<file path="config.mk">
export PLATFORM = sky130hd
export DESIGN_NAME = ascii_to_morse_pulse_encoder_top_flat
export DESIGN_NICKNAME = d
export VERILOG_FILES = /design/src/rtl/morse_pkg.sv /design/src/rtl/morse_if.sv /design/src/rtl/morse_ctrl.sv /design/src/rtl/morse_dp.sv /design/src/rtl/ascii_to_morse_pulse_encoder_top.sv /design/src/flat_wrapper.sv
export SDC_FILE = /design/constraint.sdc
export NUM_CORES = 1
export LEC_CHECK = 0
export ABC_CLOCK_PERIOD_IN_PS = 6350
export BUFFER_PORTS_ARGS = -buffer_cell sky130_fd_sc_hd__buf_2
export CAP_MARGIN = 20
export CELL_PAD_IN_SITES_DETAIL_PLACEMENT = 2
export CELL_PAD_IN_SITES_GLOBAL_PLACEMENT = 2
export CORE_ASPECT_RATIO = 0.75
export CORE_MARGIN = 4
export CORE_UTILIZATION = 30
export DETAILED_ROUTE_END_ITERATION = 10
export HOLD_SLACK_MARGIN = 0.05
export PLACE_DENSITY = 0.66
export SLEW_MARGIN = 10
export SYNTH_ARGS = -nofsm -noshare
export SYNTH_HDL_FRONTEND = slang
export SYNTH_SLANG_ARGS = --single-unit
</file>
<file path="constraint.sdc">
create_clock -name clk -period 6.35 [get_ports clk]
set_input_delay 1.27 -clock clk [delete_from_list [all_inputs] [get_ports clk]]
set_output_delay 1.27 -clock clk [all_outputs]
set_load 0.005 [all_outputs]
</file>
<file path="src/rtl/morse_pkg.sv">
package morse_pkg;

  localparam int unsigned DOT_W  = 16;
  localparam int unsigned DUR_W  = 19;
  localparam int unsigned CHAR_W = 8;
  localparam int unsigned BITS_W = 7;
  localparam int unsigned CNT_W  = 3;

  localparam logic [DOT_W-1:0]  DOT_TICKS_RESET = 16'd200;
  localparam logic [CHAR_W-1:0] CHAR_SPACE      = 8'h20;

  typedef enum logic [2:0] {
    ST_IDLE,
    ST_LOOKUP,
    ST_MARK,
    ST_GAP,
    ST_CLOSE,
    ST_SPACE,
    ST_BAD
  } state_t;

  typedef enum logic [1:0] {
    K_SYM,
    K_SPACE,
    K_BAD
  } kind_t;

  typedef enum logic [2:0] {
    P_MARK,
    P_GAP,
    P_CLOSE,
    P_SPACE,
    P_BAD
  } pulse_t;

  typedef struct packed {
    logic   load;
    logic   emit;
    pulse_t pulse;
  } dp_cmd_t;

  typedef struct packed {
    kind_t kind;
    logic  cnt_zero;
    logic  cnt_one;
    logic  out_free;
  } dp_status_t;

  typedef struct packed {
    logic              found;
    logic [BITS_W-1:0] bits;
    logic [CNT_W-1:0]  len;
  } lookup_t;

  // Code word: high byte = elements (1 = dash, first element highest), low byte = count.
  function automatic lookup_t morse_lookup(input logic [CHAR_W-1:0] ch);
    logic [15:0] code;
    logic        hit;
    lookup_t     res;
    hit = 1'b1;
    case (ch)
      8'h21: code = 16'd11014;
      8'h22: code = 16'd4614;
      8'h24: code = 16'd2311;
      8'h26: code = 16'd2053;
      8'h27: code = 16'd7686;
      8'h28: code = 16'd5637;
      8'h29: code = 16'd11526;
      8'h2B: code = 16'd2565;
      8'h2C: code = 16'd13062;
      8'h2D: code = 16'd8454;
      8'h2E: code = 16'd5382;
      8'h2F: code = 16'd4613;
      8'h30: code = 16'd7941;
      8'h31: code = 16'd3845;
      8'h32: code = 16'd1797;
      8'h33: code = 16'd773;
      8'h34: code = 16'd261;
      8'h35: code = 16'd5;
      8'h36: code = 16'd4101;
      8'h37: code = 16'd6149;
      8'h38: code = 16'd7173;
      8'h39: code = 16'd7685;
      8'h3A: code = 16'd14342;
      8'h3B: code = 16'd10758;
      8'h3D: code = 16'd4357;
      8'h3F: code = 16'd3078;
      8'h40: code = 16'd6662;
      8'h41: code = 16'd258;
      8'h42: code = 16'd2052;
      8'h43: code = 16'd2564;
      8'h44: code = 16'd1027;
      8'h45: code = 16'd1;
      8'h46: code = 16'd516;
      8'h47: code = 16'd1539;
      8'h48: code = 16'd4;
      8'h49: code = 16'd2;
      8'h4A: code = 16'd1796;
      8'h4B: code = 16'd1283;
      8'h4C: code = 16'd1028;
      8'h4D: code = 16'd770;
      8'h4E: code = 16'd514;
      8'h4F: code = 16'd1795;
      8'h50: code = 16'd1540;
      8'h51: code = 16'd3332;
      8'h52: code = 16'd515;
      8'h53: code = 16'd3;
      8'h54: code = 16'd257;
      8'h55: code = 16'd259;
      8'h56: code = 16'd260;
      8'h57: code = 16'd771;
      8'h58: code = 16'd2308;
      8'h59: code = 16'd2820;
      8'h5A: code = 16'd3076;
      8'h5F: code = 16'd3334;
      default: begin
        code = 16'd0;
        hit  = 1'b0;
      end
    endcase
    res.found = hit;
    res.bits  = code[8 +: BITS_W];
    // element count saturates at seven
    res.len   = (code[7:0] > 8'd7) ? 3'd7 : code[CNT_W-1:0];
    return res;
  endfunction

endpackage

</file>
<file path="src/rtl/morse_if.sv">
interface morse_in_if;
  logic       valid;
  logic       ready;
  logic [7:0] character;

  modport source (output valid, output character, input ready);
  modport sink   (input valid, input character, output ready);
endinterface

interface morse_out_if;
  logic        valid;
  logic        ready;
  logic        lamp_lit;
  logic [18:0] duration;
  logic        bad_char;
  logic        last_pulse;

  modport source (output valid, output lamp_lit, output duration, output bad_char,
                  output last_pulse, input ready);
  modport sink   (input valid, input lamp_lit, input duration, input bad_char,
                  input last_pulse, output ready);
endinterface

</file>
<file path="src/rtl/morse_ctrl.sv">
module morse_ctrl (
  input  logic                 clk,
  input  logic                 rst,
  input  logic                 in_valid,
  output logic                 in_ready,
  input  morse_pkg::dp_status_t status,
  output morse_pkg::dp_cmd_t   cmd,
  output morse_pkg::state_t    cur_state
);
  import morse_pkg::*;

  state_t state, state_next;

  always_ff @(posedge clk) begin
    if (rst) begin
      state <= ST_IDLE;
    end else begin
      state <= state_next;
    end
  end

  always_comb begin
    state_next = state;
    in_ready   = 1'b0;
    cmd.load   = 1'b0;
    cmd.emit   = 1'b0;
    cmd.pulse  = P_MARK;
    case (state)
      ST_IDLE: begin
        in_ready = 1'b1;
        if (in_valid) begin
          cmd.load   = 1'b1;
          state_next = ST_LOOKUP;
        end
      end
      ST_LOOKUP: begin
        case (status.kind)
          K_SYM:   state_next = status.cnt_zero ? ST_CLOSE : ST_MARK;
          K_SPACE: state_next = ST_SPACE;
          default: state_next = ST_BAD;
        endcase
      end
      ST_MARK: begin
        cmd.pulse = P_MARK;
        if (status.out_free) begin
          cmd.emit   = 1'b1;
          state_next = ST_GAP;
        end
      end
      ST_GAP: begin
        cmd.pulse = P_GAP;
        if (status.out_free) begin
          cmd.emit   = 1'b1;
          state_next = status.cnt_one ? ST_CLOSE : ST_MARK;
        end
      end
      ST_CLOSE: begin
        cmd.pulse = P_CLOSE;
        if (status.out_free) begin
          cmd.emit   = 1'b1;
          state_next = ST_IDLE;
        end
      end
      ST_SPACE: begin
        cmd.pulse = P_SPACE;
        if (status.out_free) begin
          cmd.emit   = 1'b1;
          state_next = ST_IDLE;
        end
      end
      ST_BAD: begin
        cmd.pulse = P_BAD;
        if (status.out_free) begin
          cmd.emit   = 1'b1;
          state_next = ST_IDLE;
        end
      end
      default: state_next = ST_IDLE;
    endcase
  end

  assign cur_state = state;

endmodule

</file>
<file path="src/rtl/morse_dp.sv">
module morse_dp (
  input  logic                  clk,
  input  logic                  rst,
  input  logic [7:0]            character,
  input  logic                  cfg_we,
  input  logic [15:0]           cfg_wdata,
  input  morse_pkg::dp_cmd_t    cmd,
  output morse_pkg::dp_status_t status,
  morse_out_if.source           out_ch
);
  import morse_pkg::*;

  logic [DOT_W-1:0]  dot_ticks;
  logic [BITS_W-1:0] bits;
  logic [CNT_W-1:0]  cnt;
  logic [CNT_W-1:0]  cnt_idx;
  kind_t             kind;
  lookup_t           lk;
  logic              dash;
  logic [DUR_W-1:0]  dot1, dot2, dot3, dot6;

  logic              out_valid;
  logic              lamp_lit;
  logic [DUR_W-1:0]  duration;
  logic              bad_char;
  logic              last_pulse;

  always_ff @(posedge clk) begin
    if (rst) begin
      dot_ticks <= DOT_TICKS_RESET;
    end else if (cfg_we) begin
      dot_ticks <= cfg_wdata;
    end
  end

  assign lk = morse_lookup(character);

  always_ff @(posedge clk) begin
    if (cmd.load) begin
      bits <= lk.bits;
      cnt  <= lk.len;
      if (lk.found) begin
        kind <= K_SYM;
      end else if (character == CHAR_SPACE) begin
        kind <= K_SPACE;
      end else begin
        kind <= K_BAD;
      end
    end else if (cmd.emit && cmd.pulse == P_GAP) begin
      cnt <= cnt - 3'd1;
    end
  end

  assign cnt_idx = cnt - 3'd1;
  assign dash    = bits[cnt_idx];

  assign dot1 = {{(DUR_W-DOT_W){1'b0}}, dot_ticks};
  assign dot2 = dot1 << 1;
  assign dot3 = dot1 + dot2;
  assign dot6 = dot3 << 1;

  always_ff @(posedge clk) begin
    if (rst) begin
      out_valid <= 1'b0;
    end else if (cmd.emit) begin
      out_valid <= 1'b1;
    end else if (out_ch.ready) begin
      out_valid <= 1'b0;
    end
  end

  always_ff @(posedge clk) begin
    if (cmd.emit) begin
      case (cmd.pulse)
        P_MARK: begin
          lamp_lit   <= 1'b1;
          duration   <= dash ? dot3 : dot1;
          bad_char   <= 1'b0;
          last_pulse <= 1'b0;
        end
        P_GAP: begin
          lamp_lit   <= 1'b0;
          duration   <= dot1;
          bad_char   <= 1'b0;
          last_pulse <= 1'b0;
        end
        P_CLOSE: begin
          lamp_lit   <= 1'b0;
          duration   <= dot2;
          bad_char   <= 1'b0;
          last_pulse <= 1'b1;
        end
        P_SPACE: begin
          lamp_lit   <= 1'b0;
          duration   <= dot6;
          bad_char   <= 1'b0;
          last_pulse <= 1'b1;
        end
        default: begin
          lamp_lit   <= 1'b0;
          duration   <= '0;
          bad_char   <= 1'b1;
          last_pulse <= 1'b1;
        end
      endcase
    end
  end

  assign status.kind     = kind;
  assign status.cnt_zero = (cnt == 3'd0);
  assign status.cnt_one  = (cnt == 3'd1);
  assign status.out_free = !out_valid || out_ch.ready;

  assign out_ch.valid      = out_valid;
  assign out_ch.lamp_lit   = lamp_lit;
  assign out_ch.duration   = duration;
  assign out_ch.bad_char   = bad_char;
  assign out_ch.last_pulse = last_pulse;

endmodule

</file>
<file path="src/rtl/ascii_to_morse_pulse_encoder_top.sv">
// After a character transaction the sequencer passes the lookup state, then emits
// one pulse per cycle into a single output register unless the output stalls.
// Reset (rst, synchronous, active high): sequencer idle, output empty, dot_ticks = 200.
// A new character is taken only after the previous one's last pulse is registered.
module ascii_to_morse_pulse_encoder_top (
  input  logic        clk,
  input  logic        rst,
  morse_in_if.sink    in_ch,
  morse_out_if.source out_ch,
  input  logic        cfg_we,
  input  logic [15:0] cfg_wdata
);
  import morse_pkg::*;

  // Controller <-> datapath handshake
  dp_cmd_t    cmd;
  dp_status_t status;
  state_t     state;
  logic       in_ready;

  // Sequencer: walks idle -> lookup -> (mark, gap)* -> close, or space / bad.
  morse_ctrl u_ctrl (
    .clk       (clk),
    .rst       (rst),
    .in_valid  (in_ch.valid),
    .in_ready  (in_ready),
    .status    (status),
    .cmd       (cmd),
    .cur_state (state)
  );

  // Datapath: table lookup, element down-counter, dot multiples, output register.
  morse_dp u_dp (
    .clk       (clk),
    .rst       (rst),
    .character (in_ch.character),
    .cfg_we    (cfg_we),
    .cfg_wdata (cfg_wdata),
    .cmd       (cmd),
    .status    (status),
    .out_ch    (out_ch)
  );

  assign in_ch.ready = in_ready;

`ifndef NO_ASSERTIONS
  // One character in flight: after a transaction the input is closed.
  a_one_in_flight: assert property (@(posedge clk) disable iff (rst)
    in_ch.valid && in_ch.ready |=> !in_ch.ready)
    else $error("input accepted while a character is in flight");

  // A bad character is a single closing result with zero length.
  a_bad_shape: assert property (@(posedge clk) disable iff (rst)
    out_ch.valid && out_ch.bad_char |-> out_ch.last_pulse && out_ch.duration == '0
      && !out_ch.lamp_lit)
    else $error("malformed bad-character result");

  // A mark is never the final pulse of a character.
  a_mark_not_last: assert property (@(posedge clk) disable iff (rst)
    out_ch.valid && out_ch.lamp_lit |-> !out_ch.last_pulse)
    else $error("lamp pulse flagged as last");

  // Emission only when the output register can take it.
  a_no_overwrite: assert property (@(posedge clk) disable iff (rst)
    cmd.emit |-> (!out_ch.valid || out_ch.ready))
    else $error("output register overwritten");

  // Sequencer returns to idle only after the last pulse is emitted.
  a_idle_after_last: assert property (@(posedge clk) disable iff (rst)
    state != ST_IDLE ##1 state == ST_IDLE |-> out_ch.valid && out_ch.last_pulse)
    else $error("sequencer idle without final pulse");
`endif

endmodule
</file>
<file path="src/flat_wrapper.sv">
// flat-port wrapper written by rule: the top's interface ports become plain ports
module ascii_to_morse_pulse_encoder_top_flat import morse_pkg::*;
  (clk, rst, cfg_we, cfg_wdata, in_ch_valid, in_ch_character, in_ch_ready, out_ch_valid, out_ch_lamp_lit, out_ch_duration, out_ch_bad_char, out_ch_last_pulse, out_ch_ready);
  morse_in_if in_ch_i ();
  morse_out_if out_ch_i ();
  input  logic clk;
  input  logic rst;
  input  logic cfg_we;
  input  logic [15:0] cfg_wdata;
  input wire logic [$bits(in_ch_i.valid)-1:0] in_ch_valid;
  input wire logic [$bits(in_ch_i.character)-1:0] in_ch_character;
  output wire logic [$bits(in_ch_i.ready)-1:0] in_ch_ready;
  output wire logic [$bits(out_ch_i.valid)-1:0] out_ch_valid;
  output wire logic [$bits(out_ch_i.lamp_lit)-1:0] out_ch_lamp_lit;
  output wire logic [$bits(out_ch_i.duration)-1:0] out_ch_duration;
  output wire logic [$bits(out_ch_i.bad_char)-1:0] out_ch_bad_char;
  output wire logic [$bits(out_ch_i.last_pulse)-1:0] out_ch_last_pulse;
  input wire logic [$bits(out_ch_i.ready)-1:0] out_ch_ready;
  assign in_ch_i.valid = in_ch_valid;
  assign in_ch_i.character = in_ch_character;
  assign in_ch_ready = in_ch_i.ready;
  assign out_ch_valid = out_ch_i.valid;
  assign out_ch_lamp_lit = out_ch_i.lamp_lit;
  assign out_ch_duration = out_ch_i.duration;
  assign out_ch_bad_char = out_ch_i.bad_char;
  assign out_ch_last_pulse = out_ch_i.last_pulse;
  assign out_ch_i.ready = out_ch_ready;
  ascii_to_morse_pulse_encoder_top u_core (.clk(clk), .rst(rst), .in_ch(in_ch_i), .out_ch(out_ch_i), .cfg_we(cfg_we), .cfg_wdata(cfg_wdata));
endmodule
</file>
==> load_flow_metrics.sql <==
INSERT INTO impl_metrics (metric_group, metric, value, unit) VALUES
('outcome', 'run_status', 'finished, final reports clean', ''),
('cts', 'cts_max_level', '2', ''),
('floorplanning', 'row_count', '37', ''),
('floorplanning', 'chipWidth', '144', 'um'),
('floorplanning', 'core-area', '13700', 'um2'),
('layout', 'area_delta_synth_final', '12.5', '%'),
('timing', 'fin_worst_skew', '0.00548', 'ns'),
('routing', 'vias_per_cell', '5.88', ''),
('placed_design', 'port_buffers', '52', ''),
('worst_hold_path', 'hold_start', 'u_core.u_dp.dot_ticks[0]', ''),
('floorplanning', 'initial_core_util', '30.6', '%'),
('setup_path', 'critical_path.slowest_cell', 'nor2b_1', ''),
('setup_path', 'timing.critical_path.to_type', 'flop', ''),
('placed_design', 'gpl.final_weighted_congestion', '0.879', ''),
('cts', 'numClockSinks', '53', ''),
('yosys', 'synth_area', '4190', 'um2'),
('timing', 'finalWorstPathRequiredPeriod', '3.34', 'ns'),
('layout', 'number_of_antenna_diodes', '0', ''),
('pwr', 'cellLeakagePower', '1.81', 'nW'),
('worst_hold_path', 'min_path_cells', '2', ''),
('cts', 'cts-hold-fix-buffers', '0', ''),
('grt', 'wire_length_of_the_first_global_routing_pass', '24.0', 'mm'),
('layout', 'num-fill-cells', '1596', ''),
('setup_path', 'reg2reg_slack', '3.15', 'ns'),
('routing', 'detail_route.wl_per_cell', '21.9', 'um'),
('setup_path', 'reg2reg_from', 'u_core.u_dp.dot_ticks[1]', ''),
('cts', 'worst_skew_pair.late_latency', '0.30', 'ns'),
('yosys', 'synth_flop_cell', 'edfxtp_1', ''),
('routing', 'dr.first_iter.drc_count', '318', ''),
('cts', 'tritoncts_clock_tree', 'built', ''),
('yosys', 'async_reset_ff_share', '0', '%'),
('timing', 'timing.setup.tns', '0', 'ns'),
('cts', 'post-cts-setup-buffer-count', '0', ''),
('yosys', 'sequential_area_share_after_synthesis', '33.2', '%'),
('timing', 'rsz0062_at_grt', 'no', ''),
('placed_design', 'place_hpwl', '11.8', 'mm'),
('yosys', 'synth_cell_type_count', '67', ''),
('cts', 'tritoncts.num_buffers', '5', ''),
('cts', 'clk_pin_slew_worst_setup_hold_paths', '0.07', 'ns'),
('worst_hold_path', 'hp-class', 'reg2reg', ''),
('yosys', 'flip_flop_and_latch_count_after_synthesis', '53', ''),
('yosys', 'post_synth_edffs', '33', ''),
('grt', 'grt_start_max_net_pins', '36', ''),
('setup_path', 'worst_r2r_path_depth', '10', ''),
('cts', 'clock_path_buffers', '2', ''),
('timing', 'timing.final.ws_setup', '3.01', 'ns'),
('pwr', 'power_per_cell_area', '291', 'nW/um2'),
('yosys', 'synth_fp_nets', '544', ''),
('grt', 'grt_pass1_vias', '4151', ''),
('setup_path', 'crit_cells', '8', ''),
('floorplanning', 'fp.dieH', '110', 'um'),
('floorplanning', 'ioPinCount', '53', ''),
('setup_path', 'critPathRequiredTime', '6.39', 'ns'),
('setup_path', 'worst-setup-path-type', 'in2reg', ''),
('yosys', 'postSynthCellCount', '495', ''),
('placed_design', 'placement.setup.worst_slack', '2.68', 'ns'),
('timing', 'maxClockFrequency', '0.299', 'GHz'),
('timing', 'finalSetupViolCount', '0', ''),
('timing', 'worst_pin_slew', '1.10', 'ns'),
('yosys', 'synthesis.yosys.warnings', '0', ''),
('routing', 'via_count', '4119', ''),
('cts', 'post_cts_resized', '0', ''),
('worst_hold_path', 'hold_path_end', 'u_core.u_dp.dot_ticks[0]', ''),
('setup_path', 'cp_data_arrival_time', '3.38', 'ns'),
('setup_path', 'path_delay_family', 'compound AO/OA/AOI/OAI gates', ''),
('routing', 'drc', '0', ''),
('floorplanning', 'die_area', '15900', 'um2'),
('layout', 'finish.utilization', '34.4', '%'),
('setup_path', 'maximum_net_fanout_on_the_critical_path', '24', ''),
('timing', 'layout_worst_path_cycle_share', '52.6', '%'),
('yosys', 'synthesis.area_per_instance', '8.46', 'um2');
how the worst max path moves through the flow:
| stage | start | to | slack (ns) |
|---|---|---|---|
| detailed placement | in_ch_character[4] | u_core.u_dp.cnt[2] | 2.68 |
| CTS | in_ch_character[4] | u_core.u_dp.cnt[2] | 2.99 |
| finish | in_ch_character[4] | u_core.u_dp.cnt[2] | 3.01 |
| global route | in_ch_character[4] | u_core.u_dp.cnt[2] | 2.77 |
| floorplan | in_ch_character[0] | u_core.u_dp.cnt[2] | 3.54 |
| global placement | in_ch_character[4] | u_core.u_dp.cnt[2] | 2.84 |
cell type report:
class	instances	area, um2	share of cell area (%)
flip-flops and latches	53	1390	29.5
multi-input cells	396	2600	55.1
clock inverters	3	43.8	0.929
inverters	15	56.3	1.19
clock buffers	5	125	2.65
well taps	175	219	4.64
repair buffers	54	279	5.92
logic make-up after synthesis:
group / count (synthesis) / share of synthesized area [%]
and+or+nand+nor: 170 / 19.7
AOI/OAI and AO/OA: 167 / 26.8
DFF: 53 / 33.2
buffers and inverters: 46 / 4.78
muxes: 24 / 6.12
adders and majority gates: 21 / 6.48
xor gates and xnor gates: 14 / 2.93
power breakdown:
| part | leakage (nW) | switching (mW) | internal [mW] |
|---|---|---|---|
| combinational | 1.25 | 0.348 | 0.201 |
| clock | 0.0842 | 0.136 | 0.187 |
| sequential | 0.478 | 0.0403 | 0.459 |
cell usage in the layout, fill, tap and decap left out, types with 8 or more instances in the layout:
master,netlist,final
inv_1,14,14
xnor2_1,10,10
o22ai_1,11,11
mux2i_1,23,23
o21ai_0,37,37
nand2_1,38,38
a21oi_1,35,35
nor2b_1,12,12
ha_1,19,19
nor3_1,14,14
buf_2,7,52
nand2b_1,12,12
nand3_1,10,10
edfxtp_1,33,33
nor2_1,56,55
dfxtp_1,20,20
a21o_1,8,8
a22oi_1,10,10
through the flow:
stage          cells  hold slack (ns)  area [um2]  power (mW)
2_1_floorplan    495            0.503        4190       0.866
3_3_place_gp     692            0.551        4530        1.02
3_5_place_dp     692            0.557        4530        1.05
4_1_cts          700            0.583        4700        1.38
5_1_grt          701            0.644        4710        1.45
6_report         701            0.592        4710        1.37
sequential cells by signal (all words and copies together), names as in the netlist:
signal / cells
u_core.u_ctrl.cur_state: 3
u_core.u_dp.bits: 6
u_core.u_dp.cnt: 3
u_core.u_dp.dot_ticks: 16
u_core.u_dp.kind: 2
u_core.u_dp.out_ch.bad_char: 1
u_core.u_dp.out_ch.duration: 19
u_core.u_dp.out_ch.lamp_lit: 1
u_core.u_dp.out_ch.last_pulse: 1
u_core.u_dp.out_ch.valid: 1
cell usage after synthesis (all sizes together) (8+ instances only):
master | instances | area (um2)
a22oi | 10 | 75.1
mux2i | 23 | 230
clkbuf | 16 | 60.1
ha | 19 | 238
nor2b | 12 | 75.1
a21oi | 35 | 175
nand3 | 10 | 50.1
nor3 | 14 | 70.1
o22ai | 11 | 68.8
edfxtp | 33 | 991
inv | 14 | 52.6
nor2 | 57 | 230
buf | 15 | 83.8
a21o | 8 | 60.1
xnor2 | 10 | 87.6
nand2 | 38 | 143
o21ai | 39 | 195
dfxtp | 20 | 400
nand2b | 12 | 75.1
layer usage:
metal	wire length [um]	up-vias	track usage (%)
met1	8280	2065	30.9
met3	767	7	2.89
met4	87	0	2.06
met5	0	-	0
li1	-	1941	-
met2	6240	106	28.4
worst min-delay path: cells and delay by family, from the launching register on:
family | cells | cell delay [ns]
flip-flops | 1 | 0.36
multiplexers | 1 | 0.14
AND/OR/NAND/NOR | 1 | 0.05
No activity file was read; power rests on OpenSTA's default activity.
